**src/rtl/cbs_pkg.sv**
```systemverilog
// Shared types and constants of the centroid bounding sphere block.
package cbs_pkg;

  localparam int RADIUS_WIDTH = 18;
  localparam int DIST_LIMIT   = 64;

  typedef struct packed {
    logic load;
    logic div_init;
    logic div_step;
    logic scan_init;
    logic scan_step;
    logic sqrt_init;
    logic sqrt_step;
    logic finish;
  } cmd_t;

  typedef struct packed {
    logic div_last;
    logic scan_done;
    logic sqrt_last;
  } sts_t;

endpackage

```
**src/rtl/cbs_ctrl.sv**
```systemverilog
// Controller state machine of the centroid bounding sphere block.
module cbs_ctrl (
  input  logic          clk,
  input  logic          rst_n,
  input  logic          start,
  input  logic          in_set_end,
  input  cbs_pkg::sts_t sts,
  output cbs_pkg::cmd_t cmd,
  output logic          busy,
  output logic          out_valid
);

  typedef enum logic [5:0] {
    ST_IDLE = 6'b000001,
    ST_PREP = 6'b000010,
    ST_DIV  = 6'b000100,
    ST_SCAN = 6'b001000,
    ST_SQRT = 6'b010000,
    ST_DONE = 6'b100000
  } state_t;

  state_t state_r, state_nxt;

  always_ff @(posedge clk) begin
    if (!rst_n) begin
      state_r <= ST_IDLE;
    end else begin
      state_r <= state_nxt;
    end
  end

  always_comb begin
    state_nxt = state_r;
    cmd       = '0;
    unique case (state_r)
      ST_IDLE: begin
        cmd.load = start;
        if (start && in_set_end) state_nxt = ST_PREP;
      end
      ST_PREP: begin
        cmd.div_init = 1'b1;
        state_nxt    = ST_DIV;
      end
      ST_DIV: begin
        cmd.div_step = 1'b1;
        if (sts.div_last) begin
          cmd.scan_init = 1'b1;
          state_nxt     = ST_SCAN;
        end
      end
      ST_SCAN: begin
        cmd.scan_step = 1'b1;
        if (sts.scan_done) begin
          cmd.sqrt_init = 1'b1;
          state_nxt     = ST_SQRT;
        end
      end
      ST_SQRT: begin
        cmd.sqrt_step = 1'b1;
        if (sts.sqrt_last) state_nxt = ST_DONE;
      end
      ST_DONE: begin
        cmd.finish = 1'b1;
        state_nxt  = ST_IDLE;
      end
      default: state_nxt = ST_IDLE;
    endcase
  end

  assign busy      = (state_r != ST_IDLE);
  assign out_valid = (state_r == ST_DONE);

`ifndef NO_ASSERTIONS
  a_load_idle: assert property (@(posedge clk) disable iff (!rst_n)
    cmd.load |-> (state_r == ST_IDLE))
    else $error("load outside idle");
  a_done_once: assert property (@(posedge clk) disable iff (!rst_n)
    out_valid |=> !out_valid)
    else $error("result strobe longer than one cycle");
  a_sqrt_to_done: assert property (@(posedge clk) disable iff (!rst_n)
    (cmd.sqrt_step && sts.sqrt_last) |=> out_valid)
    else $error("square root finished without a result");
`endif

endmodule

```
**config.mk**
```make
export PLATFORM = sky130hd
export DESIGN_NAME = cbs_ctrl
export DESIGN_NICKNAME = d
export VERILOG_FILES = /design/src/rtl/cbs_pkg.sv /design/src/rtl/cbs_ctrl.sv
export SDC_FILE = /design/constraint.sdc
export NUM_CORES = 1
export LEC_CHECK = 0
export BUFFER_PORTS_ARGS = -buffer_cell sky130_fd_sc_hd__buf_2
export CORE_AREA = 2 2 39 41
export CTS_BUF_LIST = sky130_fd_sc_hd__clkbuf_8
export DETAILED_ROUTE_END_ITERATION = 7
export DIE_AREA = 0 0 41 43
export PLACE_DENSITY_LB_ADDON = 0.1
export SKIP_CTS_REPAIR_TIMING = 1
export SLEW_MARGIN = 20
export SYNTH_ARGS = -nofsm -noshare
export SYNTH_HDL_FRONTEND = slang
export SYNTH_SLANG_ARGS = --single-unit
```
**constraint.sdc**
```tcl
create_clock -name clk -period 1.4 [get_ports clk]
set_input_delay 0.21 -clock clk [delete_from_list [all_inputs] [get_ports clk]]
set_output_delay 0.21 -clock clk [all_outputs]
set_load 0.05 [all_outputs]
```
# Word level (Yosys, flattened, before mapping)
# Cells that the tools add are included.
# op_classes
eq_ne	11
muxes	13
reduce_logical	2
# ops
operator	count
6-bit one-hot mux with 5 select lines	1
6-bit two-way mux	4
2-bit != test, second input constant	4
6-bit by 1-bit equality test with 1-bit output, second input constant	1
6-bit by 2-bit equality test with 1-bit output, second input constant	1
6-bit by 3-bit equality test with 1-bit output, second input constant	1
6-bit by 4-bit equality test with 1-bit output, second input constant	1
6-bit by 5-bit equality test with 1-bit output, second input constant	1
6-bit equality test, second input constant	1
1-bit two-way mux	6
6-bit by 1-bit != test with 1-bit output, second input constant	1
2-bit two-way mux	2
4-bit AND reduction	1
1-bit logical AND	1
# totals
regBits	6
output_inout_bits	10
word_cells	27

# Longest topological paths before layout
# logic_depth
word_depth	3
depth_mapped	3
mapped_depth_nobuf	3

# Worst setup path after synthesis
# OpenSTA, ideal clock, no wires.
# synth_path
kind	register -> output
startpoint	register state_r[1]
endpoint	output port cmd[7] (netlist name)
arrival_ps	2064
slack_ps	-874
stages_incl_launch_ff	4
path_cell_list	dfxtp_1 -> nor4_1 -> nand3b_1 -> nor2_1
# synth_rtl
element	line_no	rtl
from (decl)	cbs_ctrl.sv:22	state_t state_r, state_nxt;
from (signal assigned)	cbs_ctrl.sv:28	state_r <= state_nxt;
to (decl)	cbs_ctrl.sv:8	output cbs_pkg::cmd_t cmd,

==> run summary <==
The flow ran to the end, but the final reports show violations. The final reports fail on negative setup slack. The vertical extent of the die came out at 43 µm. The sequential fraction of the synthesis area was 0.324; the data arrival at the endpoint of the critical path was 1.50 ns. Worst-case clock skew: 0.00153 ns. Hold is met by 0.236 ns.

The number of nets in the layout is 88, and the initial cell density of the core is 0.268. The share of async-settable or async-resettable flops after synthesis is 0. At the pin with the least slew margin, the transition time is 0.295 ns. VDD sags by at most 525 µV. The logs give 0.725 for the weighted congestion at the end of routability-driven global placement and 0 for the count of max-cap constraint violations. Yosys mapped a number of flops with a built-in enable equal to 0. Cell type with the largest total area after synthesis: dfxtp_1. Counting I/O delays and the setup requirement, the final critical path takes 1.71 ns.

Among all stages on the critical path, the largest delay is contributed by or4_4. Detailed-routing iteration count for the pre-antenna-repair pass: 2. In the routed layout, each cell is associated on average with a via count of 4.58. The growth of design area from synthesis to finish was 111%.

The number of nets with antenna violations after detailed routing is 0. Setup violations remaining at the end of the flow were counted as 10. The slack of the critical path is -0.306 ns, and the post-detailed-routing wire length is 1100 µm. The worst setup path is of the reg -> out kind. By count the netlist is led by nor2_1, dfxtp_1, nand2b_1, inv_1.

The run gives 0 as the final count of hold timing violations. For this run the aggregate overflow at the end of global routing stands at 0. Dividing the detail-routed wire length by the instance count gives 11.6 µm.

The antenna diode count came out at 0. The logs give 0.355 nW for the static leakage and 0.145 for the total track usage. For this design the top-level I/O count stands at 17. The tightest min-delay check is of the in -> reg type. The largest fanout of any net on the critical path was 4; the worst reg2reg path depth was 5.

The via count of the first global-routing pass was 389; the number of nets produced by synthesis was 53. The half-perimeter wire length of the detailed placement result came out at 816 µm. The number of standard cells after synthesis was 46. Source of the worst register-to-register timing path: state_r[1].

The total power density per cell area is 717 nW/µm², and the total number of vias is 435. Synthesis inferred 6 register bits. Once layout is complete, the cells apart from fillers number 95.

The critical path goes through or4_4 -> nor3_4 -> buf_6. The DRC violation count after routing was 0; the number of CTS-inserted buffers was 3. The count of input and output buffers works out to 16. Among all flip-flop cells after synthesis, the most frequent one is dfxtp_1.

The number of buffers and inverters on the critical path is 1, and the worst path required time is 1.19 ns. The tools report the area of the core as 1380 µm². Insertion delay to the later sink of the worst-skew pair: 0.22 ns.

The netlist uses 24 different library cells. The worst register-to-register path has a setup slack of 0.04 ns. The logs give 0 for the count of synthesis-stage warnings from yosys and 1 for the number of design-rule violations left by the first detailed-router iteration. The maximum clock frequency is 586 MHz. The worst hold path terminates at state_r[1].

The share of layout cells above drive strength 1 was 0.646. The first global-routing pass estimated 1690 µm of wire. In this run the critical register-to-register path is captured at state_r[0]. The maximum number of pins on one net before global-route repair is 8, and the number of placed instances with taps included is 86. By area the synthesized netlist is led by dfxtp_1, nand2b_1, nor2_1.

The worst hold path begins at in_set_end. Fraction of post-synthesis cell area in the top cell type by area: 0.324. After filler insertion, the fill cell instance count of the layout stands at 127. The final period utilization is 1.22, and the cell area after technology mapping is 370 µm². STA classifies the critical path endpoint as an output port.

Counting every sink on the clock net gives 6. The largest registers in the layout are state_r x6. Worst slew slack as a fraction of its limit: 0.802. Setup repair after global routing could not meet its margin everywhere. TritonCTS built the clock tree. In this run the core area contains 14 standard-cell rows.

The deepest level of the CTS H-tree was 1. The number of buffers between clock root and the deepest sink came out at 2. Dominant cell by count in the synthesized netlist: nor2_1. The flip-flop count of the largest register after layout was 6.

The type of element launching the critical path was a register. The initial antenna violation count is 0, and the longest individual stage delay on the worst path is 0.60 ns. The horizontal die dimension works out to 41 µm. Clock-pin slew was measured on the worst setup and hold paths at 0.04 ns. The per-instance average area after synthesis works out to 8.05 µm². Along the worst hold path, the cell count comes to 3.

The kind of cell with the highest combined delay along the critical path is simple AND/OR/NAND/NOR gates. Ranked by flip-flop count, first place goes to state_r. The tools report the total count of max-transition violations in the final report as 0. The tree is rooted in a clkbuf_8. The total power is 0.000561 W, and the full die area is 1760 µm².
## kinds of logic (layout without fill, tap and decap cells)
group	after synthesis	in the layout	synth area share
AO/OA/AOI/OAI	7	7	0.132
XOR/XNOR	1	1	0.0237
flip-flops	6	6	0.324
buffers and inverters	5	38	0.0608
AND/OR/NAND/NOR	27	27	0.460
## layer usage
metal / up-vias / wire (µm) / track usage
li1: 231 / - / -
met1: 189 / 487 / 0.188
met2: 11 / 548 / 0.213
met3: 4 / 42 / 0.0314
met4: 0 / 19 / 0.0800
met5: - / 0 / 0
## through the flow
| stage | setup TNS, ns | util | setup WS (ns) | area (µm²) |
|---|---|---|---|---|
| after floorplan | -1.18 | - | -0.407 | 450 |
| after global placement | -0.834 | 0.436 | -0.155 | 603 |
| after detailed placement | -0.871 | 0.436 | -0.160 | 603 |
| after CTS | -3.20 | 0.466 | -0.397 | 644 |
| after global routing | -2.84 | 0.565 | -0.349 | 782 |
| final | -2.35 | 0.565 | -0.306 | 782 |
## final cells by class
class,instances,area (µm²),share of cell area
Tap cell,16,20.0,0.0256
Multi-Input combinational cell,35,302,0.386
Clock buffer,3,41.3,0.0528
Timing Repair Buffer,31,278,0.355
Sequential cell,6,126,0.162
Inverter,4,15.0,0.0192
## power breakdown
group | leakage (nW) | internal [W] | switching [W]
Clock | 0.0216 | 0.000184 | 0.0000666
Combinational | 0.284 | 0.0000588 | 0.0000720
Sequential | 0.0503 | 0.000177 | 0.00000283
## cell usage in the layout, fill, tap and decap left out, types with 3 or more instances in the layout
cell type   n
buf_4      13
buf_6       8
clkbuf_8    3
nand2b_1    5
buf_2       6
inv_1       4
nor2_4      5
dfxtp_2     5
buf_8       4
## worst register-to-register path, cell delays in order, from the launching register on
cell and delay, ns:
dfxtp_2 0.31, buf_6 0.12, nor4_4 0.27, buf_4 0.17, nand3_2 0.05, a221o_1 0.32
## worst max path at each step
| stage | start | endpoint | cells after the start |
|---|---|---|---|
| after floorplan | state_r[4] | cmd[7] | 3 |
| after global placement | state_r[0] | cmd[5] | 4 |
| after detailed placement | state_r[0] | cmd[5] | 4 |
| after CTS | state_r[0] | cmd[5] | 4 |
| after global routing | state_r[0] | cmd[2] | 3 |
| final | state_r[0] | cmd[2] | 3 |
Power figures use the tool's default switching activity.
